**src/vrp_pkg.sv**
```systemverilog
// vrp_pkg: shared types, constants and tables for the vertex rotate/project pipeline
// no dependencies
`timescale 1ns / 1ps
package vrp_pkg;

	localparam int COORD_BITS_DEF = 16;
	localparam int ANGLE_BITS_DEF = 16;

	localparam int CW        = 34;
	localparam int STEPS     = 16;
	localparam int TRIG_W    = 16;
	localparam int PIXEL_W   = 16;
	localparam int CENTER_W  = 10;
	localparam int FOCAL_W   = 16;
	localparam int VDIST_W   = 16;
	localparam int CFG_W     = 16;
	localparam int CFG_IDX_W = 2;
	localparam int MIN_DEPTH = 26;

	localparam logic signed [CW-1:0] CORDIC_GAIN  = CW'(64'sh26DD3B6A);
	localparam logic signed [CW-1:0] TURN_QUARTER = CW'(64'sh40000000);
	localparam logic signed [CW-1:0] TURN_HALF    = CW'(64'sh80000000);

	typedef enum logic [CFG_IDX_W-1:0] {
		REG_CENTER_X,
		REG_CENTER_Y,
		REG_FOCAL,
		REG_VDIST
	} cfg_reg_t;

	typedef struct packed {
		logic signed [CW-1:0] x;
		logic signed [CW-1:0] y;
		logic signed [CW-1:0] z;
		logic                 flip;
	} cord_t;

	function automatic logic signed [CW-1:0] atan_turn(input int i);
		case (i)
			0:  return CW'(32'sh20000000);
			1:  return CW'(32'sh12E4051E);
			2:  return CW'(32'sh09FB385B);
			3:  return CW'(32'sh051111D4);
			4:  return CW'(32'sh028B0D43);
			5:  return CW'(32'sh0145D7E1);
			6:  return CW'(32'sh00A2F61E);
			7:  return CW'(32'sh00517C55);
			8:  return CW'(32'sh0028BE53);
			9:  return CW'(32'sh00145F2F);
			10: return CW'(32'sh000A2F98);
			11: return CW'(32'sh000517CC);
			12: return CW'(32'sh00028BE6);
			13: return CW'(32'sh000145F3);
			14: return CW'(32'sh0000A2FA);
			15: return CW'(32'sh0000517D);
			default: return '0;
		endcase
	endfunction

endpackage

```
**src/vrp_cordic_cell.sv**
```systemverilog
// vrp_cordic_cell: one registered cordic micro-rotation for the three angle lanes
// depends on vrp_pkg
`timescale 1ns / 1ps
module vrp_cordic_cell
	import vrp_pkg::*;
#(
	parameter int STEP = 0,
	parameter int SW   = 1
) (
	input  logic          clk,
	input  logic          arst_n,
	input  logic          en,
	input  logic          in_valid,
	input  cord_t [2:0]   lane_in,
	input  logic [SW-1:0] side_in,
	output logic          out_valid,
	output cord_t [2:0]   lane_out,
	output logic [SW-1:0] side_out
);

	cord_t [2:0]   lane_d;
	cord_t [2:0]   lane_q;
	logic [SW-1:0] side_q;
	logic          valid_q;

	always_comb begin
		for (int k = 0; k < 3; k++) begin
			lane_d[k] = lane_in[k];
			if (!lane_in[k].z[CW-1]) begin
				lane_d[k].x = lane_in[k].x - (lane_in[k].y >>> STEP);
				lane_d[k].y = lane_in[k].y + (lane_in[k].x >>> STEP);
				lane_d[k].z = lane_in[k].z - atan_turn(STEP);
			end else begin
				lane_d[k].x = lane_in[k].x + (lane_in[k].y >>> STEP);
				lane_d[k].y = lane_in[k].y - (lane_in[k].x >>> STEP);
				lane_d[k].z = lane_in[k].z + atan_turn(STEP);
			end
		end
	end

	always_ff @(posedge clk or negedge arst_n) begin
		if (!arst_n) begin
			valid_q <= 1'b0;
		end else if (en) begin
			valid_q <= in_valid;
		end
	end

	always_ff @(posedge clk) begin
		if (en) begin
			lane_q <= lane_d;
			side_q <= side_in;
		end
	end

	assign out_valid = valid_q;
	assign lane_out  = lane_q;
	assign side_out  = side_q;

endmodule

```
**config.mk**
```make
export PLATFORM = sky130hd
export DESIGN_NAME = vrp_cordic_cell
export DESIGN_NICKNAME = d
export VERILOG_FILES = /design/src/vrp_pkg.sv /design/src/vrp_cordic_cell.sv
export SDC_FILE = /design/constraint.sdc
export NUM_CORES = 1
export LEC_CHECK = 0
export ABC_AREA = 1
export BUFFER_PORTS_ARGS = -buffer_cell sky130_fd_sc_hd__buf_4
export CAP_MARGIN = 10
export CORE_MARGIN = 2
export CORE_UTILIZATION = 41
export DETAILED_ROUTE_END_ITERATION = 16
export GPL_ROUTABILITY_DRIVEN = 0
export HOLD_SLACK_MARGIN = 0.15
export MAX_ROUTING_LAYER = met4
export SYNTH_ARGS = -nofsm -noshare
export SYNTH_HDL_FRONTEND = slang
export SYNTH_SLANG_ARGS = --single-unit
```
**constraint.sdc**
```tcl
create_clock -name clk -period 1.25 [get_ports clk]
set_clock_uncertainty 0.15 [all_clocks]
set_input_delay 0.25 -clock clk [delete_from_list [all_inputs] [get_ports clk]]
set_output_delay 0.25 -clock clk [all_outputs]
set_load 0.01 [all_outputs]
```
# [Yosys cells after proc, flatten, opt, wreduce, memory -nomap -nowiden]
# Index checks and enable logic that the tools add are counted.
[classes] addsub=15 n_mux=3
[ops] operator="$mux W102" count=3
[ops] operator="$sub A34 B34 Y34" count=6
[ops] operator="$add A34 B31 Y34 const B" count=3
[ops] operator="$add A34 B34 Y34" count=3
[ops] operator="$sub A34 B31 Y34 const B" count=3
[word_totals] register_bits=311 word_cells=32

# [Logic depth before layout (Yosys ltp)]
[logic_depth] depth_word=2 mapped_depth=18 ltp_nobuf=17

# [Worst setup path after synthesis]
# Ideal clock, no wire load.
[synth_timing] kind="input -> register" start="in lane_in[241] in the netlist's numbering" end="reg lane_q (netlist bit lane_out[271]) (data pin)" setup_ns=0.254 t_arrival_ns=1.809 setup_slack_ns=-0.963 cell_stages=14 n_path_buf=0 cell_sequence="ha_1 fa_1 nand2_1 nor2_1 nor2_2 inv_1 nand2_1 nand2_1 nand2_1 nand2_1 nand2_1 nand3_1 nand3_1 nand2_1"
[synth_lines] item="start, declared" line="vrp_cordic_cell.sv:14" source="input cord_t [2:0] lane_in,"
[synth_lines] item="end signal, assigned" line="vrp_cordic_cell.sv:51" source="lane_q <= lane_d;"
[synth_lines] item="end, declared" line="vrp_cordic_cell.sv:22" source="cord_t [2:0] lane_q;"

==> flow_metrics.tcl <==
set metrics [dict create \
    pwr_density_cell_nw_per_um2 910.8 \
    final_common_cell "buf_4" \
    avgSynthCellArea_um2 6.870 \
    drc 0 \
    synth_simple_gate_area_share 0.2997 \
    max_freq_ghz 0.4908 \
    drt_iter0_drc 4249 \
    nFillCells 4542 \
    wl_mm 164.2 \
    antenna_found_initial 10 \
    hp-class "in2reg" \
    ff_latch_area_um2 9244 \
    fin_ws_ns -0.7874 \
    grt_pass1_vias 39360 \
    fin_util 0.8168 \
    worst_slew_pin_slew_ns 0.8574 \
    dp_hpwl_mm 113.4 \
    h-tree-depth 2 \
    pre_cts_ws_ns -1.380 \
    synth_compound_area_frac 0.1431 \
    syn-num-nets 5142 \
    cts_tree "yes" \
    start_kind "input port" \
    synth_mux_area_frac 0.001656 \
    multi_input_area_um2 28410 \
    grt-ovfl-total 0 \
    maxCapViolations 0 \
    period_share 1.630 \
    layout_common_cells "1222 x buf_4, 687 x nand2_1, 510 x buf_6" \
    ant_nets 0 \
    first_pass_iters 8 \
    crit_arrival_ns 2.24 \
    violations "hold timing, setup timing" \
    fin_crit_ns 2.037 \
    synth_area_um2 30980 \
    synthCells 4510 \
    grt_max_degree 28 \
    synth_xor_area_frac 0.02403 \
    slew_violations 0 \
    rsz0062_at_grt "true" \
    routedWlPerCell_um 22.22 \
    layout-drive-gt1-share 0.5907 \
    yosysSeqAreaShare 0.2983 \
    hold_slack_ns -0.09558 \
    num_vias 41600 \
    synth-edff-count 307 \
    cts_root_buffer "clkbuf_16" \
    ys.warnings.count 0 \
    start_util 0.4155 \
    critPathRequiredTime_ns 1.46 \
    relSlewSlack 0.4284 \
    fin_setup_tns_ns -175.96 \
    status "finished with violations" \
    area_growth_pct 96.59 \
    cts_made_buffers 40 \
    netlist-cell-type-count 48 \
    synthArstFlopShare 0.003247 \
    dieWidth_um 278.9 \
    core_um2 74570 \
    grt_pass1_wl_mm 221.0 \
    clock_sinks 308 \
    synthAdderAreaFrac 0.1313 \
    clk_latency_ns 0.60 \
    cp-end-kind "flop" \
    ioPinCount 625 \
    die-area_um2 77790 \
    synth_top_family_by_area "simple AND/OR/NAND/NOR gates" \
    setup_viol 566 \
    placed_area_um2 46880 \
    io_buffers 624 \
    die-height_um 278.9 \
    synth_seq_cells 308 \
    leakagePower_nw 28.30 \
    path_class "in2reg" \
    crit_fanout 3 \
    num_rows 100 \
    vdd_drop_max_mv 0.9850 \
    grt_usage 0.3755 \
    path_clk_slew_ns 0.06 \
    cts_buffer_depth 3 \
    synth-main-ff-cell "edfxtp_1" \
    fin_nets 7009 \
    finalHoldViolations 4 \
    viasPerCell 5.632 \
    design_area_um2 60910 \
]
-- routing by layer --
| layer | vias up | track usage | wire (um) | part of all wire |
|---|---|---|---|---|
| met2 | 2484 | 0.6268 | 77810 | 0.47 |
| li1 | 18630 | - | - | - |
| met1 | 19590 | 0.4356 | 58900 | 0.36 |
| met5 | - | - | 0 | 0 |
| met3 | 892 | 0.06702 | 14960 | 0.091 |
| met4 | 0 | 0.1853 | 12480 | 0.076 |
-- synthesized netlist by cell type, types with 9 or more instances --
| library cell | number | area, um^2 |
|---|---|---|
| nor3_1 | 42 | 210.2 |
| o22ai_1 | 14 | 87.58 |
| nand3_1 | 451 | 2257 |
| clkbuf_1 | 24 | 90.09 |
| o31ai_1 | 12 | 90.09 |
| nand2_2 | 9 | 56.30 |
| buf_4 | 54 | 405.4 |
| a21o_1 | 41 | 307.8 |
| inv_1 | 615 | 2308 |
| o21a_1 | 10 | 75.07 |
| o21ai_1 | 25 | 125.1 |
| inv_2 | 17 | 63.81 |
| fa_1 | 12 | 240.2 |
| nor2_1 | 401 | 1505 |
| o211ai_1 | 17 | 127.6 |
| a21oi_1 | 391 | 1957 |
| o21bai_1 | 27 | 202.7 |
| nand2_1 | 1216 | 4564 |
| ha_1 | 306 | 3829 |
| or2_2 | 10 | 62.56 |
| edfxtp_1 | 307 | 9219 |
| nor2_2 | 20 | 125.1 |
| nand4_1 | 32 | 200.2 |
| xor2_1 | 81 | 709.4 |
| nor3_2 | 9 | 90.09 |
| buf_2 | 39 | 195.2 |
| o21ai_0 | 253 | 1266 |
-- kinds of logic (layout without fill, tap and decap cells) --
family                   Yosys count  count (layout)
AND/OR/NAND/NOR                 2217            2217
AO/OA/AOI/OAI                    814             814
buffers and inverters            763            2661
adder cells (fa/ha/maj)          318             318
flip-flops                       308             308
XOR/XNOR                          85              85
multiplexers                       5               5
other                              0              10
-- cell type report --
type,instances,share of cell area
inverter,633,0.04585
antenna,10,0.0004108
clock inverter,26,0.004416
tap,969,0.01990
clock buffer,47,0.01719
sequential,308,0.1518
timing repair buffer,1955,0.2940
multi-input combinational,3439,0.4664
-- worst max-delay path, stage by stage --
cell,delay [ns]
buf_6,0.10
buf_4,0.13
ha_1,0.22
a21oi_1,0.24
buf_4,0.18
o21ai_0,0.17
a21oi_1,0.30
nand2_2,0.16
buf_6,0.15
nand2_4,0.05
nand3_1,0.10
nand3_1,0.13
nand2_2,0.07
-- path summary, 6_finish.rpt --
path / slack (ns) / start / to / depth (start not counted)
max in group asynchronous: 0.39 / arst_n / out_valid$_DFFE_PN0P_ / 3
min in group asynchronous: 0.44 / arst_n / out_valid$_DFFE_PN0P_ / 3
max reg2reg: 0.24 / out_valid$_DFFE_PN0P_ / out_valid$_DFFE_PN0P_ / 1
min: -0.1 / lane_in[31] / lane_out[31]$_DFFE_PP_ / 2
min reg2reg: 0.52 / out_valid$_DFFE_PN0P_ / out_valid$_DFFE_PN0P_ / 1
max: -0.79 / lane_in[48] / lane_out[66]$_DFFE_PP_ / 13
-- sequential cells by signal, indices dropped and copies added (netlist names) --
register,flops
lane_out,306
out_valid,1
side_out,1
-- repair_timing --
action	4_1_cts	5_1_grt
cloned	0	1
pin swaps	481	548
setup endpoints to repair	498	542
hold buffers	120	13
setup buffers	158	121
hold endpoints to repair	383	36
resized for setup	1445	1030
-- report_power, final --
group	switching, W	total [W]	leakage (nW)	internal [W]
Combinational	0.0160	0.0297	24.7	0.0137
Clock	0.00520	0.0119	0.638	0.00670
Sequential	0.000832	0.0139	3.01	0.0131
-- per-stage QoR --
| stage | power, W | instances |
|---|---|---|
| final | 0.05548 | 7387 |
| after global routing | 0.05743 | 7386 |
| after global placement | 0.03469 | 6945 |
| after CTS | 0.05104 | 7275 |
| after detailed placement | 0.03487 | 6945 |
| after floorplan | 0.02435 | 4510 |
(Power assumes the default switching activity.)
