<file path="src/vrp_pkg.sv">
// vrp_pkg: shared types, constants and tables for the vertex rotate/project pipeline
// no dependencies
`timescale 1ns / 1ps
package vrp_pkg;

	localparam int COORD_BITS_DEF = 16;
	localparam int ANGLE_BITS_DEF = 16;

	localparam int CW        = 34;
	localparam int STEPS     = 16;
	localparam int TRIG_W    = 16;
	localparam int PIXEL_W   = 16;
	localparam int CENTER_W  = 10;
	localparam int FOCAL_W   = 16;
	localparam int VDIST_W   = 16;
	localparam int CFG_W     = 16;
	localparam int CFG_IDX_W = 2;
	localparam int MIN_DEPTH = 26;

	localparam logic signed [CW-1:0] CORDIC_GAIN  = CW'(64'sh26DD3B6A);
	localparam logic signed [CW-1:0] TURN_QUARTER = CW'(64'sh40000000);
	localparam logic signed [CW-1:0] TURN_HALF    = CW'(64'sh80000000);

	typedef enum logic [CFG_IDX_W-1:0] {
		REG_CENTER_X,
		REG_CENTER_Y,
		REG_FOCAL,
		REG_VDIST
	} cfg_reg_t;

	typedef struct packed {
		logic signed [CW-1:0] x;
		logic signed [CW-1:0] y;
		logic signed [CW-1:0] z;
		logic                 flip;
	} cord_t;

	function automatic logic signed [CW-1:0] atan_turn(input int i);
		case (i)
			0:  return CW'(32'sh20000000);
			1:  return CW'(32'sh12E4051E);
			2:  return CW'(32'sh09FB385B);
			3:  return CW'(32'sh051111D4);
			4:  return CW'(32'sh028B0D43);
			5:  return CW'(32'sh0145D7E1);
			6:  return CW'(32'sh00A2F61E);
			7:  return CW'(32'sh00517C55);
			8:  return CW'(32'sh0028BE53);
			9:  return CW'(32'sh00145F2F);
			10: return CW'(32'sh000A2F98);
			11: return CW'(32'sh000517CC);
			12: return CW'(32'sh00028BE6);
			13: return CW'(32'sh000145F3);
			14: return CW'(32'sh0000A2FA);
			15: return CW'(32'sh0000517D);
			default: return '0;
		endcase
	endfunction

endpackage

</file>
<file path="src/vrp_rot.sv">
// vrp_rot: two-stage planar rotation of a coordinate pair by a q1.14 sine/cosine
// depends on vrp_pkg
`timescale 1ns / 1ps
module vrp_rot
	import vrp_pkg::*;
#(
	parameter int RW = 18,
	parameter int SW = 1
) (
	input  logic                     clk,
	input  logic                     arst_n,
	input  logic                     en,
	input  logic                     in_valid,
	input  logic signed [RW-1:0]     a,
	input  logic signed [RW-1:0]     b,
	input  logic signed [TRIG_W-1:0] c,
	input  logic signed [TRIG_W-1:0] s,
	input  logic [SW-1:0]            side_in,
	output logic                     out_valid,
	output logic signed [RW-1:0]     na,
	output logic signed [RW-1:0]     nb,
	output logic [SW-1:0]            side_out
);

	localparam int PW   = RW + TRIG_W;
	localparam int SUMW = PW + 1;

	logic signed [PW-1:0]   ac_s1, bs_s1, as_s1, bc_s1;
	logic [SW-1:0]          side_s1, side_s2;
	logic                   valid_s1, valid_s2;
	logic signed [SUMW-1:0] dif, sum, rnd_a, rnd_b;
	logic signed [RW-1:0]   na_s2, nb_s2;

	always_comb begin
		dif   = SUMW'(ac_s1) - SUMW'(bs_s1);
		sum   = SUMW'(as_s1) + SUMW'(bc_s1);
		rnd_a = (dif + SUMW'(1 << 13)) >>> 14;
		rnd_b = (sum + SUMW'(1 << 13)) >>> 14;
	end

	always_ff @(posedge clk or negedge arst_n) begin
		if (!arst_n) begin
			valid_s1 <= 1'b0;
			valid_s2 <= 1'b0;
		end else if (en) begin
			valid_s1 <= in_valid;
			valid_s2 <= valid_s1;
		end
	end

	always_ff @(posedge clk) begin
		if (en) begin
			ac_s1   <= a * c;
			bs_s1   <= b * s;
			as_s1   <= a * s;
			bc_s1   <= b * c;
			side_s1 <= side_in;
			na_s2   <= RW'(rnd_a);
			nb_s2   <= RW'(rnd_b);
			side_s2 <= side_s1;
		end
	end

	assign out_valid = valid_s2;
	assign na        = na_s2;
	assign nb        = nb_s2;
	assign side_out  = side_s2;

endmodule

</file>
<file path="config.mk">
export PLATFORM = sky130hd
export DESIGN_NAME = vrp_rot
export DESIGN_NICKNAME = d
export VERILOG_FILES = /design/src/vrp_pkg.sv /design/src/vrp_rot.sv
export SDC_FILE = /design/constraint.sdc
export NUM_CORES = 2
export LEC_CHECK = 0
export BUFFER_PORTS_ARGS = -buffer_cell sky130_fd_sc_hd__buf_2
export CAP_MARGIN = 30
export CORE_ASPECT_RATIO = 1.25
export CORE_MARGIN = 8
export CORE_UTILIZATION = 60
export CTS_CLUSTER_SIZE = 10
export DETAILED_ROUTE_END_ITERATION = 10
export GPL_TIMING_DRIVEN = 0
export PLACE_DENSITY = 0.77
export SETUP_SLACK_MARGIN = 0.2
export SYNTH_ARGS = -nofsm -noshare
export SYNTH_HDL_FRONTEND = slang
export SYNTH_SLANG_ARGS = --single-unit
</file>
<file path="constraint.sdc">
create_clock -name clk -period 3.5 [get_ports clk]
set_clock_uncertainty 0.15 [all_clocks]
set_input_delay 0.7 -clock clk [delete_from_list [all_inputs] [get_ports clk]]
set_output_delay 0.7 -clock clk [all_outputs]
set_load 0.005 [all_outputs]
</file>
# ---- Word-level counts from Yosys, hierarchy flattened
# Cells that the tools add are included.
dict set report classes {
  n_addsub 4
  mul 4
  div_mod_pow 0
  n_lt_le_gt_ge 0
  n_eq_ne 0
  shift 0
  muxes 0
  n_bitwise 0
  reduce_logical 0
}
# cell count
set ops {}
lappend ops {{$mul A18 B16 Y32} 4}
lappend ops {{$add A32 B15 Y32 const B} 2}
lappend ops {{$add A32 B32 Y32} 1}
lappend ops {{$sub A32 B32 Y32} 1}
dict set report word_totals {
  reg_bits 168
  latch_bits 0
  ramBits 0
  mem_bits_ro 0
  input_bits 73
  output_inout_bits 38
  word_cells 18
  n_memories 0
}

# ---- Logic depth before layout (Yosys ltp)
dict set report logic_depth {
  ltp_word 2
  ltp_mapped 26
}

# ---- Worst setup path before layout
# OpenSTA, ideal clock, no wires.
dict set report synth_timing {
  path_kind {input to register}
  from {in s[3]}
  to {reg bs_s1[30], data pin}
  arrival_time_ns 6.709
  required_time_ns 3.200
  setup_slack_ns -3.509
  path_stages 22
  path_buffers 2
  path_cell_list {clkbuf_1 clkbuf_1 nand2_1 fa_1 fa_1 fa_1 inv_1 fa_1 fa_1 inv_1 fa_1 inv_1 ha_1 and3_1 a221o_1 a21oi_2 inv_2 a2111oi_4 nor3_1 a2111o_1 a2111o_1 o211ai_2}
}
dict set report synth_via {
  elab_chain_len 1
}
# element line
set synth_rtl {}
lappend synth_rtl {{from (decl)} vrp_rot.sv:17} ;# input logic signed [TRIG_W-1:0] s,
lappend synth_rtl {{$mul A18 B16 Y32} vrp_rot.sv:54} ;# bs_s1 <= b * s;
lappend synth_rtl {{to (signal assigned)} vrp_rot.sv:54}
lappend synth_rtl {{to (decl)} vrp_rot.sv:28} ;# logic signed [PW-1:0] ac_s1, bs_s1, as_s1, bc_s1;
# Every way passes these cells.
# A chain may end at the register's enable or synchronous reset.

# ---- Final worst setup path
dict set report layout_timing {
  from {in c[1]}
  to {reg ac_s1[26], data pin}
}
dict set report layout_via {
  elab_chain_len 1
}
# element line
set layout_rtl {}
lappend layout_rtl {{from (decl)} vrp_rot.sv:16} ;# input logic signed [TRIG_W-1:0] c,
lappend layout_rtl {{$mul A18 B16 Y32} vrp_rot.sv:53} ;# ac_s1 <= a * c;
lappend layout_rtl {{to (signal assigned)} vrp_rot.sv:53}
lappend layout_rtl {{to (decl)} vrp_rot.sv:28}
# Every way passes these cells.

==> summary.md <==
| Metric | Value |
|---|---|
| Fill cell count | `5,389` |
| Worst hold margin | `roughly 0.2 ns` |
| CTS root buffer | `clkbuf_16` |
| Share of cells above drive strength 1 | `0.217` |
| Slowest stage delay, CP | `approximately 0.57 ns` |
| CP Max Fanout | `10` |
| Largest family of logic cells by synthesized area | `adder cells` |
| Global Route Usage Sum | `0.378` |
| Most used cell along the critical path | `fa_1` |
| Required time worst endpoint | `~3.6 ns` |
| Die ar. | `a little over 90,000 um2` |
| Setup violators final | `between 100 and 150` |
| Vias in the first global route | `between 40,000 and 50,000` |
| GPL Wtd Cong | `between 0.9 and 1` |
| Pre-antenna DRT Iters | `7` |
| WL/cell | `about 26 um` |
| # IOs | `approximately 110` |
| First-pass GRT wire length | `around 250,000 um` |
| Synth Cell Area | `49,700 um2` |
| Unrepaired setup endpoints after global routing | `yes` |
| Relative slew slack | `0.283` |
| Final core utilization | `0.748` |
| Detailed Place HPWL | `around 130,000 um` |
| Status | `finished with violations` |
| Most common cell after layout, fill and taps aside | `inv_1` |
| CTS tree | `built` |
| Synth Area in Compound Gates | `0.0507` |
| Worst-Margin Slew | `~1.1 ns` |
| Maximum capacitance violations | `0` |
| Vias | `39,900` |
| FP Rows | `118` |
| Number of port buffers | `just under 90` |
| Synth Flop Type | `edfxtp_1` |
| Initial antenna violation count | `24` |
| Hold violation count in the final report | `0` |
| Fmax | `0.156 GHz` |
| Post-synthesis sequential area ratio | `0.101` |
| Total CTS buffers | `17` |
| Core area | `82,400 um2` |
| CTS Sinks | `168` |
| Chip Height | `about 340 um` |
| #FFs+latches synth | `around 170` |
| Mean Syn Cell Area | `between 9 and 10 um2` |
| Yosys warning count | `0` |
| Post-route setup slack | `-2.93 ns` |
| Most frequent cells in the layout | `inv_1 (1,191), fa_1 (1,047), nand2_1 (540)` |
| Tcrit/Tclk final | `1.84` |
| Worst-path cell chain | `clkbuf_16 > buf_8 > nand2_1 > fa_1 > fa_2 > fa_2 > fa_1 > inv_1 > fa_1 > fa_1 > ha_4 > and3_4 > and4_1 > a21oi_2 > a21boi_4 > o31a_1 > o31ai_4 > buf_4 > a21oi_4 > xnor2_4` |
| Slowest-stage cell, CP | `fa_2` |
| Final Cell Area | `approximately 62,000 um2` |
| Worst hold-check path type | `in -> reg` |
| Die width | `~270 um` |
| Placed instance area | `between 50,000 and 60,000 um2` |
| Max Slew Vio Count | `0` |
| Critical Path AT | `6.56 ns` |
| Min cycle time layout | `~6.4 ns` |
| Clk slew on worst S/H paths | `0.08 ns` |
| Initial cell density of the core | `0.603` |
| Adder-Cell Fraction of Synth Area | `0.558` |
| Syn Inst Count | `around 5,200` |
| Synth Net Count | `approximately 7,000` |
| Startpoint types | `input pin` |
| Largest net degree at the start of global routing | `~120` |
| CP Class | `in -> reg` |
| DRC Markers | `0` |
| 1st-iter DRT viols | `about 4,100` |
| Xor and xnor area share after synthesis | `0.0335` |
| Clock Latency Late Sink | `~0.53 ns` |
| Simple-gate share of the synthesized area | `0.142` |
| H-tree depth | `4` |
| Layout Nets | `a little over 7,000` |
| Post-synth EDFFs | `~170` |
| Netlist cell types | `67` |
| Post-route ant nets | `0` |
| Worst setup EP type | `flop` |
| P&R area growth vs syn | `24.2%` |
| Failing checks | `setup timing` |
| Worst-case clock buffer depth | `2` |
| Final wirelength | `176,000 um` |
| Post-synth ARST share | `0.0119` |
| Grt ovf | `0` |
| Mux contribution to synthesized area | `0.000857` |
| Vias per std cell | `roughly 5.9` |
==> through the flow <==
stage	setup slack, ns	instances	TNS [ns]
after floorplan	-3.05	5204	-209.47
after global placement	-4.57	6372	-492.79
after detailed placement	-4.42	6387	-356.35
after CTS	-2.87	6580	-209.86
after global routing	-3.02	6715	-240.44
final	-2.93	6735	-224.85
==> routing by layer <==
layer  part of all wire  up-vias  routed length [um]  global-route usage
met4               0.11       12               20000               0.334
met5             0.0011        -                 199                   0
met3               0.12      813               21100               0.116
met1               0.32    20100               56900               0.436
li1                   -    16300                   -                   -
met2               0.44     2610               77600               0.568
==> cells in the mapped netlist (all sizes together) (20+ instances only) <==
| master | count | share of area |
|---|---|---|
| nor2 | 124 | 0.0094 |
| nand2 | 574 | 0.043 |
| inv | 1270 | 0.096 |
| ha | 450 | 0.11 |
| edfxtp | 166 | 0.10 |
| nand2b | 37 | 0.0047 |
| a211oi | 20 | 0.0030 |
| a21oi | 113 | 0.011 |
| fa | 1104 | 0.45 |
| o21ai | 60 | 0.0060 |
| xnor2 | 145 | 0.026 |
| nor3 | 28 | 0.0028 |
| clkbuf | 218 | 0.016 |
| nand3 | 28 | 0.0028 |
| o21a | 29 | 0.0044 |
| xor2 | 45 | 0.0079 |
| and2 | 553 | 0.070 |
| a21o | 60 | 0.0091 |
==> sequential cells by signal, summed over array words and instances, names as in the netlist <==
signal	flops
as_s1	32
nb	18
valid_s1	1
bs_s1	32
ac_s1	32
bc_s1	32
side_out	1
out_valid	1
na	18
side_s1	1
==> critical path, delay by kind of cell <==
kind,cells,cell delay (ns)
AND/OR/NAND/NOR,3,0.52
XOR/XNOR,1,0.37
buffers and inverters,4,0.59
adder cells (fa/ha/maj),7,3.43
AO/OA/AOI/OAI,5,0.94
==> kinds of logic after synthesis <==
| family | after synthesis |
|---|---|
| multiplexers | 4 |
| buffers and inverters | 1499 |
| AND/OR/NAND/NOR | 1412 |
| flip-flops | 168 |
| adder cells (fa/ha/maj) | 1554 |
| AO/OA/AOI/OAI | 377 |
| XOR/XNOR | 190 |
==> repair_timing <==
action                     CTS  global route
hold buffers                 1             0
setup endpoints to repair  138           140
hold endpoints to repair     2             0
pin swaps                  183           215
gates cloned                 6             1
resized for setup          707           285
setup buffers              154           124
==> final timing paths <==
check / start / to / slack [ns] / cells after the start
setup / recovery: c[1] / ac_s1[26] / -2.93 / 20
hold / removal: side_in / side_s1 / 0.21 / 1
setup reg to reg: as_s1[12] / nb[7] / -0.35 / 11
hold reg to reg: side_s1 / side_out / 0.29 / 0
max in group asynchronous: arst_n / out_valid / 2.75 / 2
min in group asynchronous: arst_n / valid_s1 / 0.36 / 2
==> cell type report <==
type,count,area [um2],share of cell area
Multi-Input combinational cell,3537,42600,0.691
Inverter,1271,4810,0.0780
Sequential cell,168,5030,0.0817
Buffer,228,3650,0.0592
Timing Repair Buffer,389,3580,0.0581
Clock buffer,17,425,0.00690
Clock inverter,15,145,0.00235
Tap cell,1080,1350,0.0219
Antenna cell,30,75.1,0.00122
Power is not shown: default switching activity piles up to over one toggle a cycle in this logic, so the estimate is an artifact.
