$ cat config.mk
export PLATFORM = sky130hd
export DESIGN_NAME = vrp_div_cell
export DESIGN_NICKNAME = d
export VERILOG_FILES = /design/src/vrp_pkg.sv /design/src/vrp_div_cell.sv
export SDC_FILE = /design/constraint.sdc
export NUM_CORES = 1
export LEC_CHECK = 0
export BUFFER_PORTS_ARGS = -buffer_cell sky130_fd_sc_hd__buf_4
export CAP_MARGIN = 5
export CORE_MARGIN = 5
export CORE_UTILIZATION = 48
export DETAILED_ROUTE_END_ITERATION = 12
export GPL_TIMING_DRIVEN = 0
export PLACE_DENSITY = 0.88
export SLEW_MARGIN = 20
export SYNTH_ARGS = -nofsm -noshare
export SYNTH_HDL_FRONTEND = slang
export SYNTH_SLANG_ARGS = --single-unit
$ cat constraint.sdc
create_clock -name clk -period 0.8 [get_ports clk]
set_clock_uncertainty 0.1 [all_clocks]
set_input_delay 0.16 -clock clk [delete_from_list [all_inputs] [get_ports clk]]
set_output_delay 0.16 -clock clk [all_outputs]
set_load 0.01 [all_outputs]
$ cat src/vrp_pkg.sv
// vrp_pkg: shared types, constants and tables for the vertex rotate/project pipeline
// no dependencies
`timescale 1ns / 1ps
package vrp_pkg;

	localparam int COORD_BITS_DEF = 16;
	localparam int ANGLE_BITS_DEF = 16;

	localparam int CW        = 34;
	localparam int STEPS     = 16;
	localparam int TRIG_W    = 16;
	localparam int PIXEL_W   = 16;
	localparam int CENTER_W  = 10;
	localparam int FOCAL_W   = 16;
	localparam int VDIST_W   = 16;
	localparam int CFG_W     = 16;
	localparam int CFG_IDX_W = 2;
	localparam int MIN_DEPTH = 26;

	localparam logic signed [CW-1:0] CORDIC_GAIN  = CW'(64'sh26DD3B6A);
	localparam logic signed [CW-1:0] TURN_QUARTER = CW'(64'sh40000000);
	localparam logic signed [CW-1:0] TURN_HALF    = CW'(64'sh80000000);

	typedef enum logic [CFG_IDX_W-1:0] {
		REG_CENTER_X,
		REG_CENTER_Y,
		REG_FOCAL,
		REG_VDIST
	} cfg_reg_t;

	typedef struct packed {
		logic signed [CW-1:0] x;
		logic signed [CW-1:0] y;
		logic signed [CW-1:0] z;
		logic                 flip;
	} cord_t;

	function automatic logic signed [CW-1:0] atan_turn(input int i);
		case (i)
			0:  return CW'(32'sh20000000);
			1:  return CW'(32'sh12E4051E);
			2:  return CW'(32'sh09FB385B);
			3:  return CW'(32'sh051111D4);
			4:  return CW'(32'sh028B0D43);
			5:  return CW'(32'sh0145D7E1);
			6:  return CW'(32'sh00A2F61E);
			7:  return CW'(32'sh00517C55);
			8:  return CW'(32'sh0028BE53);
			9:  return CW'(32'sh00145F2F);
			10: return CW'(32'sh000A2F98);
			11: return CW'(32'sh000517CC);
			12: return CW'(32'sh00028BE6);
			13: return CW'(32'sh000145F3);
			14: return CW'(32'sh0000A2FA);
			15: return CW'(32'sh0000517D);
			default: return '0;
		endcase
	endfunction

endpackage

$ cat src/vrp_div_cell.sv
// vrp_div_cell: one restoring-division quotient bit for both screen axes
// depends on vrp_pkg
`timescale 1ns / 1ps
module vrp_div_cell
	import vrp_pkg::*;
#(
	parameter int BIT = 0,
	parameter int RMW = 54,
	parameter int QW  = 27,
	parameter int SW  = 2
) (
	input  logic                clk,
	input  logic                arst_n,
	input  logic                en,
	input  logic                in_valid,
	input  logic [RMW-1:0]      den_in,
	input  logic [1:0][RMW-1:0] rem_in,
	input  logic [1:0][QW-1:0]  quo_in,
	input  logic [SW-1:0]       side_in,
	output logic                out_valid,
	output logic [RMW-1:0]      den_out,
	output logic [1:0][RMW-1:0] rem_out,
	output logic [1:0][QW-1:0]  quo_out,
	output logic [SW-1:0]       side_out
);

	logic [RMW-1:0]      den_sh;
	logic [1:0][RMW-1:0] rem_d, rem_q;
	logic [1:0][QW-1:0]  quo_d, quo_q;
	logic [RMW-1:0]      den_q;
	logic [SW-1:0]       side_q;
	logic                valid_q;

	assign den_sh = den_in << BIT;

	always_comb begin
		for (int k = 0; k < 2; k++) begin
			rem_d[k] = rem_in[k];
			quo_d[k] = quo_in[k];
			if (rem_in[k] >= den_sh) begin
				rem_d[k]      = rem_in[k] - den_sh;
				quo_d[k][BIT] = 1'b1;
			end
		end
	end

	always_ff @(posedge clk or negedge arst_n) begin
		if (!arst_n) begin
			valid_q <= 1'b0;
		end else if (en) begin
			valid_q <= in_valid;
		end
	end

	always_ff @(posedge clk) begin
		if (en) begin
			rem_q  <= rem_d;
			quo_q  <= quo_d;
			den_q  <= den_in;
			side_q <= side_in;
		end
	end

	assign out_valid = valid_q;
	assign den_out   = den_q;
	assign rem_out   = rem_q;
	assign quo_out   = quo_q;
	assign side_out  = side_q;

endmodule

# After elaboration in Yosys (flattened, before gate mapping)
# Index checks and enable logic that the tools add are counted.
# W data, S select, Z words.
[op_classes] add_sub_neg=2 order_cmp=2 mux=2
[ops] op="$ge A54 B54 Y1" count=2
[ops] op="$mux W54" count=2
[ops] op="$sub A54 B54 Y54" count=2
[word_totals] inputBits=222 wordCells=15 register_bits=219

# Depth between registers and ports, before layout
# Gate-level depths: netlist of the first run.
[depth] word_depth=2 ltp_mapped=16 ltp_nobuf=14

# Worst setup path after synthesis of the first run
# Ideal clock, no wire load.
[synth_timing] path_kind="input-to-reg" startpoint="in den_in[18]" endpoint="reg rem_q, in the netlist rem_out[55] (data pin)" path_stages=12 setup_ns=0.262 path_buffers=2 t_arrival_ns=2.902 setup_slack_ns=-2.464 path_cell_list="inv_1 -> ha_1 -> buf_2 -> nand4_2 -> or3_1 -> o31ai_4 -> nor4b_2 -> o21a_1 -> a41oi_2 -> o31ai_4 -> buf_4 -> mux2_1"
[synth_rtl] item="from (decl)" line_no="vrp_div_cell.sv:16" rtl="input logic [RMW-1:0] den_in,"
[synth_rtl] item="to (signal assigned)" line_no="vrp_div_cell.sv:57" rtl="rem_q <= rem_d;"
[synth_rtl] item="to (decl)" line_no="vrp_div_cell.sv:28" rtl="logic [1:0][RMW-1:0] rem_d, rem_q;"

==> run summary, run 1 <==
The run finished, with violations left. The checks that failed: negative hold slack, negative setup slack. STA classifies the critical path endpoint as a register. The count of final max-slew check failures was 0; the share of total power in the clock network was 27.3%.

The number of nets in the final layout was 2359. In this run the critical register-to-register path is launched from out_valid$_DFFE_PN0P_. The logs give 0 for the remaining global-route overflow and -354.95 ns for the total negative setup slack.

In this run the tightest slew margin relative to its limit is 50.85%. The largest single stage delay on the critical path is 0.41 ns. The class of the most critical setup path was input port to register.

For the number of H-tree levels, the log shows 1. The tools report the capture endpoint of the worst hold path as den_out[0]$_DFFE_PP_. Of the cells placed in the final design, the portion with a size suffix greater than 1 is 40.93%. The worst hold path depth was 1. The detailed-route wire length per cell was 27.68 µm; the maximum fanout along the worst path was 5. The net switching component of the power is 14.60 mW, and the number of global-route vias before repair is 14937. Of the total power, the share spent switching nets is 33.19%. The tools report the capturing point of the worst reg2reg path as out_valid$_DFFE_PN0P_. The number of remaining DRC errors was 0; the number of endpoints with negative hold slack in the final report was 148. Entering global routing, the biggest net connects 99 pins. The number of hold buffers added after CTS was 121. The tools report the total standard cell area after synthesis as 14350 µm². Data on the critical path arrives at its endpoint at 3.33 ns. Highest layer used for signal routing: met4. The mean instance size in the synthesized netlist came out at 10.35 µm². The critical hold path startpoint is den_in[0].

The synthesis-stage register bit count works out to 219. Once detail routing completed, the nets flagged for antenna violations numbered 0. The area growth from synthesis to layout is 64.28%.

TritonCTS built the clock tree. Leaving out fill and tap cells, the most frequent cells in the layout are 272 x sky130_fd_sc_hd__buf_4, 221 x sky130_fd_sc_hd__buf_6, 218 x sky130_fd_sc_hd__edfxtp_1, 121 x sky130_fd_sc_hd__dlygate4sd3_1, 110 x sky130_fd_sc_hd__a21oi_1. Global routing consumed, over all layers together, 33.91% of the routing resources.

The register-to-register setup slack was -0.07 ns. The clock reaches the later pin of the worst-skew pair after 0.54 ns. Number of DRC violations after detailed-routing iteration 0: 2525.

Summing all flip-flop and latch instances after layout gives 6571 µm². Summing the sequential cell areas from Yosys gives 45.79% of the chip area. Power spread over the standard cell area amounts to 1866 nW/µm². The first TritonRoute pass finished after 8 iterations.

The share of total power dissipated in combinational logic is 38.4%. The total core area was 29560 µm². The cell with the biggest individual delay on the critical path is sky130_fd_sc_hd__o31ai_4. In the detailed route, the total length drawn on met3 is 7178 µm. The run gives 339 as the total of endpoints with negative setup slack in the final report.

The floorplan has 63 rows. The number of enable-type register cells in the synthesized netlist was 218. The critical path goes through buf_6 -> clkinvlp_4 -> ha_4 -> a21oi_1 -> nand2_1 -> a2bb2oi_1 -> o31ai_4 -> o31ai_4 -> a21o_1 -> a21boi_0 -> o21ai_0 -> xor2_1 -> mux2_4. Count of cell types in the netlist: 71. 441 I/O pins were placed. Counting every instance in the synthesized netlist gives 1387. The floorplan step defined a die boundary enclosing 33460 µm². The async set-or-reset flop fraction in the synthesized netlist was 0.4566%; the post-synthesis net count was 1719. Power comes to 44.00 mW. The run gives -2.343 ns as the worst setup margin. In this run the vertical extent of the chip is 182.9 µm. The tightest min-delay check is of the input port to register type. For the starting density of the core, the log shows 48.55%.

For this run, the number of Yosys warnings is 0. In the final routing, the length of wire on met1 measures 22980 µm. The internal power of the cells totals 29.39 mW. In the routed layout, each cell is associated on average with a via count of 6.407. The cell count of the worst reg-to-reg path is 1. For this run, the leading register cell type out of synthesis is sky130_fd_sc_hd__edfxtp_1. Across the run, the number of max-cap violations was 0. The total clock sinks was 219; the required time of the critical path was 0.99 ns. The run gives 0.9614 as the global placement routability congestion. The largest buffer count on any clock path was 3; the routed wire length was 67550 µm. The tools report the overall via count from detail_route as 15634. The count of buffers added on input and output ports is 440. For the achievable frequency, the log shows 318.2 MHz. The clock-pin slew on the worst setup and hold paths was 0.06 ns. The tree is rooted in a sky130_fd_sc_hd__clkbuf_16. For the finished layout, the period the worst path requires is 3.143 ns. Leaving out fill and tap cells, the most frequent cell in the layout is sky130_fd_sc_hd__buf_4. In this run the static leakage power is 9.968 nW. Proportion of power drawn by flip-flops and latches: 34.2%.

Setup repair after global routing could not meet its margin everywhere. The run gives 40480 µm as the placed wire-length estimate after detailed placement. In the finished design, the share of the clock period the worst path needs comes to 392.9%. The multi-input combinational cells in the finished layout cover a total of 8563 µm². The initial antenna violation count was 5.

Among the stages of the critical path, the cell type that occurs most often is sky130_fd_sc_hd__o31ai_4. The horizontal extent of the die works out to 182.9 µm. The actual slew at the worst max-slew pin was 0.7296 ns; the maximum VDD drop was 1.651 mV. The startpoint kind of the worst setup timing path was an input port.

The number of clock buffers added by TritonCTS is 25. The first global-routing pass estimated 89000 µm of wire. After filler insertion, the fill cell instance count of the layout stands at 1584. The run gives -0.2711 ns as the worst-case hold slack. Summed over all nets, wire length on met2 after detailed routing comes to 32580 µm.
## power by group through the flow
stage | clock, mW | combinational (mW) | sequential (mW)
after floorplan | 0 | 6.65 | 15.5
after global placement | 0 | 12.2 | 14.9
after detailed placement | 0 | 12.4 | 14.9
after CTS | 11.7 | 14.7 | 14.8
after global routing | 12.5 | 17.5 | 15.1
final | 12.0 | 16.9 | 15.1
## cell usage after synthesis (7+ instances only)
cell type	number	area [µm²]
sky130_fd_sc_hd__a211oi_1	10	75.07
sky130_fd_sc_hd__buf_4	11	82.58
sky130_fd_sc_hd__nor4_1	7	43.79
sky130_fd_sc_hd__nor3_1	15	75.07
sky130_fd_sc_hd__xor2_1	48	420.4
sky130_fd_sc_hd__xnor2_1	52	455.4
sky130_fd_sc_hd__o21bai_1	20	150.1
sky130_fd_sc_hd__nand3_1	19	95.09
sky130_fd_sc_hd__nand4_1	44	275.3
sky130_fd_sc_hd__a21oi_1	167	835.8
sky130_fd_sc_hd__clkbuf_1	43	161.4
sky130_fd_sc_hd__edfxtp_1	218	6546
sky130_fd_sc_hd__mux2_1	64	720.7
sky130_fd_sc_hd__inv_1	84	315.3
sky130_fd_sc_hd__nand2_1	90	337.8
sky130_fd_sc_hd__a31oi_1	16	100.1
sky130_fd_sc_hd__a21o_1	48	360.4
sky130_fd_sc_hd__and2_1	9	56.30
sky130_fd_sc_hd__o21ai_0	64	320.3
sky130_fd_sc_hd__ha_1	108	1351
sky130_fd_sc_hd__o21ai_1	9	45.04
sky130_fd_sc_hd__o21a_1	14	105.1
sky130_fd_sc_hd__and3_1	8	50.05
sky130_fd_sc_hd__nor2b_1	10	62.56
sky130_fd_sc_hd__nor2_1	98	367.9
sky130_fd_sc_hd__nand2b_1	10	62.56
sky130_fd_sc_hd__buf_2	15	75.07
## final cells by class
class	instances	area share, %
flip-flops and latches	219	27.87
multi-input cells	1014	36.32
well taps	390	2.070
repair buffers	633	26.65
plain buffers	49	2.070
clock buffers	27	2.685
diodes	5	0.05306
clock inverters	18	0.7800
inverters	85	1.507
## repair_timing
item,CTS,global route
buffers inserted,32,23
gates resized for setup,258,188
hold endpoints to repair,268,149
gates cloned,6,11
pin swaps,30,34
setup endpoints to repair,482,500
## worst max-delay path by stage
stage               start               endpoint  slack [ns]  cells after the start
2_1_floorplan  rem_in[54]  rem_out[55]$_DFFE_PP_       -2.25                     14
3_3_place_gp    rem_in[0]  rem_out[50]$_DFFE_PP_       -3.31                     17
3_5_place_dp    den_in[3]  rem_out[51]$_DFFE_PP_       -3.38                     13
4_1_cts         den_in[1]  rem_out[20]$_DFFE_PP_       -2.15                     16
5_1_grt        den_in[19]  rem_out[51]$_DFFE_PP_       -2.43                     14
6_report        den_in[8]  rem_out[41]$_DFFE_PP_       -2.34                     13
## metrics by stage
| step | instance area (µm²) | utilization, % | instances | setup slack, ns |
|---|---|---|---|---|
| after floorplan | 15030 | - | 1387 | -2.254 |
| after global placement | 18830 | 63.69 | 2217 | -3.313 |
| after detailed placement | 18890 | 63.90 | 2219 | -3.383 |
| after CTS | 22400 | 75.78 | 2411 | -2.154 |
| after global routing | 23580 | 79.77 | 2440 | -2.430 |
| final | 23580 | 79.77 | 2440 | -2.343 |
## flip-flops by register name (all words and copies together), names as in the netlist
name and cells:
side_out 2, den_out 54, out_valid 1, rem_out 108
quo_out 54
## metal layers
layer,GRT usage [%],up-vias
met5,0,-
met4,16.00,0
met3,6.466,388
met2,59.67,1383
met1,40.02,7417
li1,-,6446
## critical path, delay by kind of cell
family                     cells  cell delay [ns]
xor gates and xnor gates       1             0.16
AOI/OAI and AO/OA              7             1.98
adders and majority gates      1             0.33
and+or+nand+nor                1             0.18
muxes                          1             0.29
buffers and inverters          2             0.22
## kinds of logic (layout without fill, tap and decap cells)
group	count (synthesis)	after routing	share of synthesized area (%)
compound gates	404	404	17.50
xor+xnor	100	100	6.102
fa+ha+maj	110	110	9.694
buf+inv	154	812	4.446
flops	219	219	45.79
mux	68	68	5.318
other cells	0	5	0
simple gates	332	332	11.16
Power figures use the tool's default switching activity.
==> inputs of run 2 (changes only) <==
--- a/config.mk
+++ b/config.mk
@@ -8,7 +8,8 @@
 export BUFFER_PORTS_ARGS = -buffer_cell sky130_fd_sc_hd__buf_4
 export CAP_MARGIN = 5
 export CORE_MARGIN = 5
-export CORE_UTILIZATION = 48
+export CORE_UTILIZATION = 50
+export CTS_BUF_LIST = sky130_fd_sc_hd__clkbuf_16
 export DETAILED_ROUTE_END_ITERATION = 12
 export GPL_TIMING_DRIVEN = 0
 export PLACE_DENSITY = 0.88
==> constraint.sdc (replaced) <==
create_clock -name clk -period 3.48 [get_ports clk]
set_clock_uncertainty 0.1 [all_clocks]
set_input_delay 0.696 -clock clk [delete_from_list [all_inputs] [get_ports clk]]
set_output_delay 0.696 -clock clk [all_outputs]
set_load 0.01 [all_outputs]
==> run 2 against run 1 <==
The run ends with negative setup slack left. Final cell count decreased by 6.5%. Global-route usage down 5.1 points. Routed wire length shrank 24%. Non-clock buffer count shrank 151. Critical path type unchanged. Critical endpoint is now rem_out[50]$_DFFE_PP_.
==> run summary, run 2 (synthesis results as in run 1) <==
The checks that failed: negative setup slack. VDD sags by at most 0.3456 mV. In this run the worst hold path is classified as input port to register.

The maximum fanout along the worst path came out at 6. Class of the most critical setup path: input port to register. The analysis attributes to net switching a power of 2.791 mW. The tools report the floorplan row count as 62.

The longest clock path from root to sink contains 3 buffers. The most numerous cell type found on the critical path is sky130_fd_sc_hd__buf_4. The number of nets in the final layout came out at 2208. In this run the tool buffered the top-level ports with 440 buffer cells. Cell with the biggest individual delay on the critical path: sky130_fd_sc_hd__a21oi_1. The logs give 32190 µm² for the area of the die and 2056 for the fill cell total of the finished layout. Relative to the synthesized area, the layout overhead comes to 41.11%. For the share of total power in the clock network, the log shows 27.1%.

Global placement routability congestion: 0.9681. Total core area: 28550 µm². In this run the power density over the cells is 436.4 nW/µm². CTS placed an instance of sky130_fd_sc_hd__clkbuf_16 at the clock tree root. Leaving out fill and tap cells, the most frequent cells in the layout are 471 x sky130_fd_sc_hd__buf_4, 218 x sky130_fd_sc_hd__edfxtp_1, 156 x sky130_fd_sc_hd__a21oi_1, 96 x sky130_fd_sc_hd__nor2_1, 88 x sky130_fd_sc_hd__ha_1. Combinational logic is responsible for 34.7% of the overall power. The category of cells accounting for the largest share of critical-path delay is compound AO/OA/AOI/OAI gates.

For this design, the sink count on the clock tree is 219. The overall via count from detail_route was 13381; the horizontal extent of the die was 179.4 µm. Clock-pin slew was measured on the worst setup and hold paths at 0.06 ns. Summed over all layers, the routed wires come to 51410 µm. The run gives 13006 as the number of global-route vias before repair. TritonCTS built the clock tree. Pin placement for this block handled 441 I/O pins. Required time of the critical path: 3.66 ns.

STA classifies the critical path startpoint as an input port. Setup repair after global routing could not meet its margin everywhere. The internal power component was 6.048 mW; the worst setup margin was -0.001044 ns. For the pin with the worst max-slew slack, the measured transition is 0.6022 ns. Including well taps, the total number of placed cells is 2213.

The tools report the starting density of the core as 50.28%. The final cycle utilization of the critical path is 100.0%, and the arrival time at the worst endpoint is 3.66 ns. The logs give 2282 for the number of cells in the finished layout apart from fillers and 0 for the number of remaining DRC errors.

The maximum single-stage delay on the critical path was 0.49 ns. The total of endpoints with negative setup slack in the final report was 1. The logs give 70.95% for the final cell utilization of the core and 59.61% for the headroom to the max-slew limit. Net switching is 31.58% of the power. The run finished, with violations left. Timing would allow up to 287.3 MHz. Once detailed placement completed, the half-perimeter wirelength came to 39920 µm. After global routing the overflow that remains totals 0.

The die is 179.4 µm tall. The count of final max-slew check failures was 0; the count of max-cap constraint violations was 0. Entering global routing, the biggest net connects 92 pins.

The run gives 5 as the number of detailed-route iterations in the first pass. Sequential cells account for 38.2% of the total power. The minimum period implied by the final worst setup slack is 3.481 ns. The register with the most flip-flops in the layout has 108 of them. In this run the static leakage power is 8.805 nW. The run gives 25 as the number of buffers added by the clock tree synthesis step. The detailed-route wire length per cell is 22.53 µm. The run gives 1 as the number of H-tree levels. The worst setup path is captured at a register. The run gives 1144 as the number of DRC violations after detailed-routing iteration 0. The critical path contains buffers and inverters numbering 5 combined. Leaving out fill and tap cells, the most frequent cell in the layout is sky130_fd_sc_hd__buf_4. The run gives 28.85% as the global-route total usage across every layer. The latest clock arrival within the worst-skew pair came out at 0.53 ns.

Walking the worst path, the cells encountered are buf_4 -> inv_1 -> ha_1 -> a21oi_1 -> o31ai_2 -> nor3_2 -> buf_4 -> and3_4 -> nor2_4 -> a21oi_4 -> o21ai_2 -> a21o_1 -> clkbuf_16 -> buf_12 -> mux2_4. The tools report the number of endpoints with negative hold slack in the final report as 0. The via count normalized by instance count is 5.864, and the fraction of final layout cells with drive strength greater than 1 is 36.96%. The first global-routing pass estimated 74460 µm of wire. The initial antenna violation count was 4. The count of nets left with antenna violations once routing finished came out at 0.
## run 2: cell count changes in the layout (fill, tap and decap cells not counted), moves of 12 or more
cell / previous run / this run
sky130_fd_sc_hd__buf_4: 272 / 471
sky130_fd_sc_hd__nor2_2: 15 / 1
sky130_fd_sc_hd__dlygate4sd3_1: 121 / 1
sky130_fd_sc_hd__a21oi_2: 43 / 9
sky130_fd_sc_hd__nor2_4: 16 / 1
sky130_fd_sc_hd__nor2_1: 67 / 96
sky130_fd_sc_hd__a21oi_4: 15 / 3
sky130_fd_sc_hd__a21oi_1: 110 / 156
sky130_fd_sc_hd__buf_6: 221 / 10
## run 2: stage by stage
| step | TNS (ns) | cell area (µm²) | worst slack [ns] | hold WS (ns) | power [mW] |
|---|---|---|---|---|---|
| after floorplan | -5.999 | 14850 | -0.1100 | 0.3004 | 5.028 |
| after global placement | -99.31 | 18640 | -1.067 | 0.3714 | 6.145 |
| after detailed placement | -101.14 | 18700 | -1.031 | 0.3719 | 6.206 |
| after CTS | 0 | 19680 | 0.0003393 | 0.2132 | 8.675 |
| after global routing | -0.4749 | 20250 | -0.03710 | 0.2090 | 9.219 |
| final | -0.001044 | 20250 | -0.001044 | 0.2316 | 8.839 |
## run 2: worst paths after layout
check                                   endpoint  depth (start not counted)                   from  slack, ns
min in group asynchronous  out_valid$_DFFE_PN0P_                          2                 arst_n       0.40
hold reg to reg            out_valid$_DFFE_PN0P_                          1  out_valid$_DFFE_PN0P_       0.44
hold / removal             quo_out[34]$_DFFE_PP_                          1             quo_in[34]       0.23
max in group asynchronous  out_valid$_DFFE_PN0P_                          2                 arst_n       2.80
setup / recovery           rem_out[50]$_DFFE_PP_                         15             den_in[13]     -0.001
setup reg to reg           out_valid$_DFFE_PN0P_                          1  out_valid$_DFFE_PN0P_       2.62
## run 2: power by group through the flow
| stage | combinational, mW | sequential [mW] | clock (mW) |
|---|---|---|---|
| 2_1_floorplan | 1.46 | 3.57 | 0 |
| 3_5_place_dp | 2.78 | 3.43 | 0 |
| 4_1_cts | 2.86 | 3.38 | 2.44 |
| 5_1_grt | 3.26 | 3.40 | 2.57 |
| 6_report | 3.07 | 3.37 | 2.40 |
| 3_3_place_gp | 2.72 | 3.43 | 0 |
## run 2: area by class of cell
type                       count  area (µm²)  share of cell area (%)
tap                          384       480.5                   2.372
clock buffer                  25       625.6                   3.089
timing repair buffer         480        3777                   18.65
buffer                        51       425.4                   2.100
multi-input combinational   1014        7905                   39.03
sequential                   219        6571                   32.45
antenna                        4       10.01                 0.04942
clock inverter                20       106.4                  0.5251
inverter                      85       351.6                   1.736
## run 2: what timing repair did
item | in CTS | in global routing
gates cloned | 0 | 5
pin swaps | 12 | 32
resized for setup | 33 | 65
endpoints found under the setup margin | 109 | 104
hold buffers | 1 | 0
buffers inserted | 11 | 21
hold endpoints to repair | 1 | 0
## run 2: layer usage
layer,vias up,GRT usage (%),part of all wire [%],wire [µm]
met5,-,0,0,0
met4,0,10.58,4.0,2072
met3,116,4.850,8.0,4120
li1,6139,-,-,-
met1,6411,34.80,37,19150
met2,715,51.92,51,26070
==> inputs of run 3 (changes only) <==
--- a/config.mk
+++ b/config.mk
@@ -5,14 +5,16 @@
 export SDC_FILE = /design/constraint.sdc
 export NUM_CORES = 1
 export LEC_CHECK = 0
+export ABC_AREA = 1
 export BUFFER_PORTS_ARGS = -buffer_cell sky130_fd_sc_hd__buf_4
 export CAP_MARGIN = 5
 export CORE_MARGIN = 5
 export CORE_UTILIZATION = 50
 export CTS_BUF_LIST = sky130_fd_sc_hd__clkbuf_16
 export DETAILED_ROUTE_END_ITERATION = 12
+export GPL_ROUTABILITY_DRIVEN = 1
 export GPL_TIMING_DRIVEN = 0
-export PLACE_DENSITY = 0.88
+export PLACE_DENSITY = 0.85
 export SLEW_MARGIN = 20
 export SYNTH_ARGS = -nofsm -noshare
 export SYNTH_HDL_FRONTEND = slang
==> run 3 against run 2 <==
The flow now finishes without violations. Die area grew 25%. Fmax grew 3.8%. Worst hold slack worse by 0.0051 ns. Clock power grew 8.8%. Count of clock-buffer cells in the layout is the same. Combinational power about the same. Critical endpoint is now rem_out[73]$_DFFE_PP_. Largest cell class unchanged. Largest power group unchanged. Highest routed layer unchanged.
==> run summary, run 3 <==
The flow ran to the end, and the final reports show no timing, DRC or antenna violations. The run gives 1 as the post-cts hold buffer count. The count of cell types in the netlist is 32. After routing the design area is 22960 µm². The post-synthesis net count is 3081, and the worst slack after detailed placement is -0.2506 ns. Actual slew at the worst max-slew pin: 0.5803 ns.

In the synthesized netlist the async set-or-reset flop fraction comes to 0.4566%. For the total cell area at the placement stage, the log shows 22150 µm². In the post-synthesis netlist, the biggest area contributors are sky130_fd_sc_hd__edfxtp_1 36%, sky130_fd_sc_hd__nand2_1 22%, sky130_fd_sc_hd__inv_1 13%. By area, the combinational part of the netlist is dominated by simple AND/OR/NAND/NOR gates. Cell with the biggest individual delay on the critical path: sky130_fd_sc_hd__fa_1. The run gives 25 as the number of buffers added by the clock tree synthesis step. The logs give 0 for the number of buffers inserted by post-CTS setup repair and 0 for the post-route antenna net violation count. For the latest clock arrival within the worst-skew pair, the log shows 0.54 ns. The tools report the global-route total usage across every layer as 33.21%.

The number of placed I/O pins was 441. The clock-pin slew on the worst setup and hold paths was 0.07 ns; the remaining global-route overflow was 0. The headroom to the max-slew limit came out at 61.31%. The tools report the fill cell total of the finished layout as 3326. After technology mapping, the gate count stands at 2749. The buffers plus inverters on the worst setup path is 4.

The final layout contains 3551 nets. Ranked by instance count, the synthesized netlist is headed by 1071 x sky130_fd_sc_hd__nand2_1, 627 x sky130_fd_sc_hd__inv_1, 218 x sky130_fd_sc_hd__edfxtp_1. The count of max-cap constraint violations was 0. For this design the static power due to leakage is 12.74 nW. Multiplexer cells account for 0.06186% of the synthesized area.

The library cell occupying the most area in the post-synthesis netlist was sky130_fd_sc_hd__edfxtp_1. The maximum single-stage delay on the critical path works out to 0.49 ns. The tools report the total core area as 35740 µm².

The total power per unit cell area is 394.9 nW/µm². Hold is met by 0.2265 ns. Of the total synthesized cell area, the portion taken by AND, OR, NAND and NOR gates is 35.01%.

In this run the most critical hold path is launched from den_in[35]. After layout, the worst path uses 96.39% of the clock period. Number of endpoints with negative hold slack in the final report: 0. The synthesized netlist occupies a cell area of 18200 µm². The top cell types in the final layout, fill and taps aside, are 1071 x sky130_fd_sc_hd__nand2_1, 630 x sky130_fd_sc_hd__inv_1, 452 x sky130_fd_sc_hd__buf_4, 218 x sky130_fd_sc_hd__edfxtp_1, 185 x sky130_fd_sc_hd__nor2_1. Across all layers, the routed design uses 18854 vias. The most common library cell in the layout ignoring fill and taps is sky130_fd_sc_hd__nand2_1.

For the number of global-route vias before repair, the log shows 17666. On the critical path the largest part of the delay comes from simple AND/OR/NAND/NOR gates. Minimum period implied by the final worst setup slack: 3.355 ns.

Among all flip-flop cells after synthesis, the most frequent one is sky130_fd_sc_hd__edfxtp_1. After Yosys synthesis, XOR and XNOR cells account for 2.790% of the synthesized area. The number of placed instances with taps included is 3652. The horizontal extent of the die is 200.8 µm. The via count normalized by instance count works out to 5.100. Timing would allow up to 298.1 MHz.

The growth of design area from synthesis to finish works out to 26.12%. Of the post-synthesis cell area, the dominant cell type holds 35.96%. The tools report the buffer cell driving the clock tree root as sky130_fd_sc_hd__clkbuf_16.

After floorplanning, the core was divided into 69 placement rows. For the total of endpoints with negative setup slack in the final report, the log shows 0. Sequential elements use 36.10% of the synthesized area. The number of port buffers is 440, and the number of remaining DRC errors is 0. The floorplan step defined a die boundary enclosing 40330 µm². For the required time of the critical path, the log shows 3.68 ns. The class of the most critical setup path was input port to register.

The tools report the worst setup margin as 0.1255 ns. In this run the worst hold path is classified as input port to register. The arrival time at the worst endpoint came out at 3.55 ns. Synthesis inferred 219 register bits.

The tools report the number of H-tree levels as 1. In the final routed layout, each cell accounts on average for 18.92 µm. Traced cell by cell, the critical path runs through buf_4 -> inv_1 -> ha_1 -> inv_1 -> fa_1 -> nand2_1 -> nand3_1 -> nand3_1 -> nand3b_2 -> nand2_2 -> nand3_4 -> buf_2 -> o21ai_1. The count of final max-slew check failures came out at 0. Setup repair after global routing left no endpoint under its margin. The initial antenna violation count was 1. The worst hold path depth is 1, and the largest buffer count on any clock path is 3. The tools report the pin count of the biggest net entering global routing as 103.

Summed over all layers, the routed wires come to 69930 µm. The fraction of final layout cells with drive strength greater than 1 was 17.37%. For this block, the initial DRC count from the detailed router was 1698.

The placed wire-length estimate after detailed placement was 59130 µm. The die height is 200.8 µm. The final cell utilization of the core was 64.24%. The synthesized netlist devotes 3.863% of its cell area to compound gates. TritonCTS built the clock tree. Summing the areas of all fa, ha and maj instances in the mapped netlist gives 7.643% of the synthesized area.

The worst register-to-register path has a setup slack of 2.63 ns. The capturing point of the worst reg2reg path is out_valid$_DFFE_PN0P_. sky130_fd_sc_hd__nand2_1 is the most common cell in the netlist. Category of the worst setup path capture point: a register.

In this run, synthesis inferred 218 flip-flops with an integrated enable. The start of the worst register-to-register path is out_valid$_DFFE_PN0P_. STA classifies the critical path startpoint as an input port. The number of cells in the finished layout apart from fillers came out at 3697. The number of gates resized after CTS is 0, and the number of detailed-route iterations in the first pass is 6. The mean instance size in the synthesized netlist is 6.622 µm².

Routability-driven placement finished with a final weighted congestion of 1.003. Once the floorplan was initialized, standard cells occupied 50.93% of the core. The logs give 0 for the Yosys warning count and 103700 µm for the first-pass GRT wire length.

Maximum fanout along the worst path: 10. The run gives 0.3516 mV as the maximum VDD drop. The worst hold path terminates at den_out[35]$_DFFE_PP_. Clock tree synthesis found a total of 219 sinks.

The register with the most flip-flops in the layout has 108 of them. Cell count of the worst reg-to-reg path: 1.
-- run 3: logic make-up (layout without fill, tap and decap cells) --
kind of cell / count (synthesis) / in the layout
and+or+nand+nor: 1536 / 1536
buffers and inverters: 691 / 1177
DFF: 219 / 219
AOI/OAI and AO/OA: 134 / 134
adders and majority gates: 110 / 110
xor gates and xnor gates: 58 / 58
muxes: 1 / 1
other: 0 / 1
-- run 3: cell type report --
| type | instances | area (µm²) | area share, % |
|---|---|---|---|
| Clock inverter | 18 | 175.2 | 0.7629 |
| Tap cell | 461 | 576.8 | 2.512 |
| Clock buffer | 25 | 625.6 | 2.725 |
| Inverter | 663 | 2489 | 10.84 |
| Multi-Input combinational cell | 1839 | 8987 | 39.14 |
| Timing Repair Buffer | 443 | 3376 | 14.70 |
| Buffer | 28 | 157.7 | 0.6866 |
| Antenna cell | 1 | 2.502 | 0.01090 |
| Sequential cell | 219 | 6571 | 28.62 |
-- run 3: how the worst max path moves through the flow --
stage	start	endpoint	slack, ns	depth (start not counted)
2_1_floorplan	rem_in[0]	rem_out[49]$_DFFE_PP_	0.77	13
3_3_place_gp	rem_in[54]	rem_out[73]$_DFFE_PP_	-0.27	13
3_5_place_dp	rem_in[54]	rem_out[73]$_DFFE_PP_	-0.25	13
4_1_cts	rem_in[54]	rem_out[73]$_DFFE_PP_	0.31	13
5_1_grt	rem_in[54]	rem_out[73]$_DFFE_PP_	0.17	13
6_report	rem_in[54]	rem_out[73]$_DFFE_PP_	0.13	13
-- run 3: report_power, final --
part / total, mW / switching (mW) / internal, mW
clock network: 2.61 / 1.08 / 1.53
registers: 3.36 / 0.0877 / 3.28
logic: 3.09 / 1.93 / 1.17
-- run 3: stage by stage --
stage	power (mW)	TNS, ns
2_1_floorplan	5.074	0
3_3_place_gp	6.414	-7.684
3_5_place_dp	6.448	-7.649
4_1_cts	9.046	0
5_1_grt	9.505	0
6_report	9.067	0
-- run 3: per-layer routing --
layer,routed length (µm),part of all wire [%],GRT usage (%)
met5,0,0,0
met4,2720,3.9,10.91
met3,6031,8.6,5.057
met2,32800,47,56.38
met1,28380,41,43.74
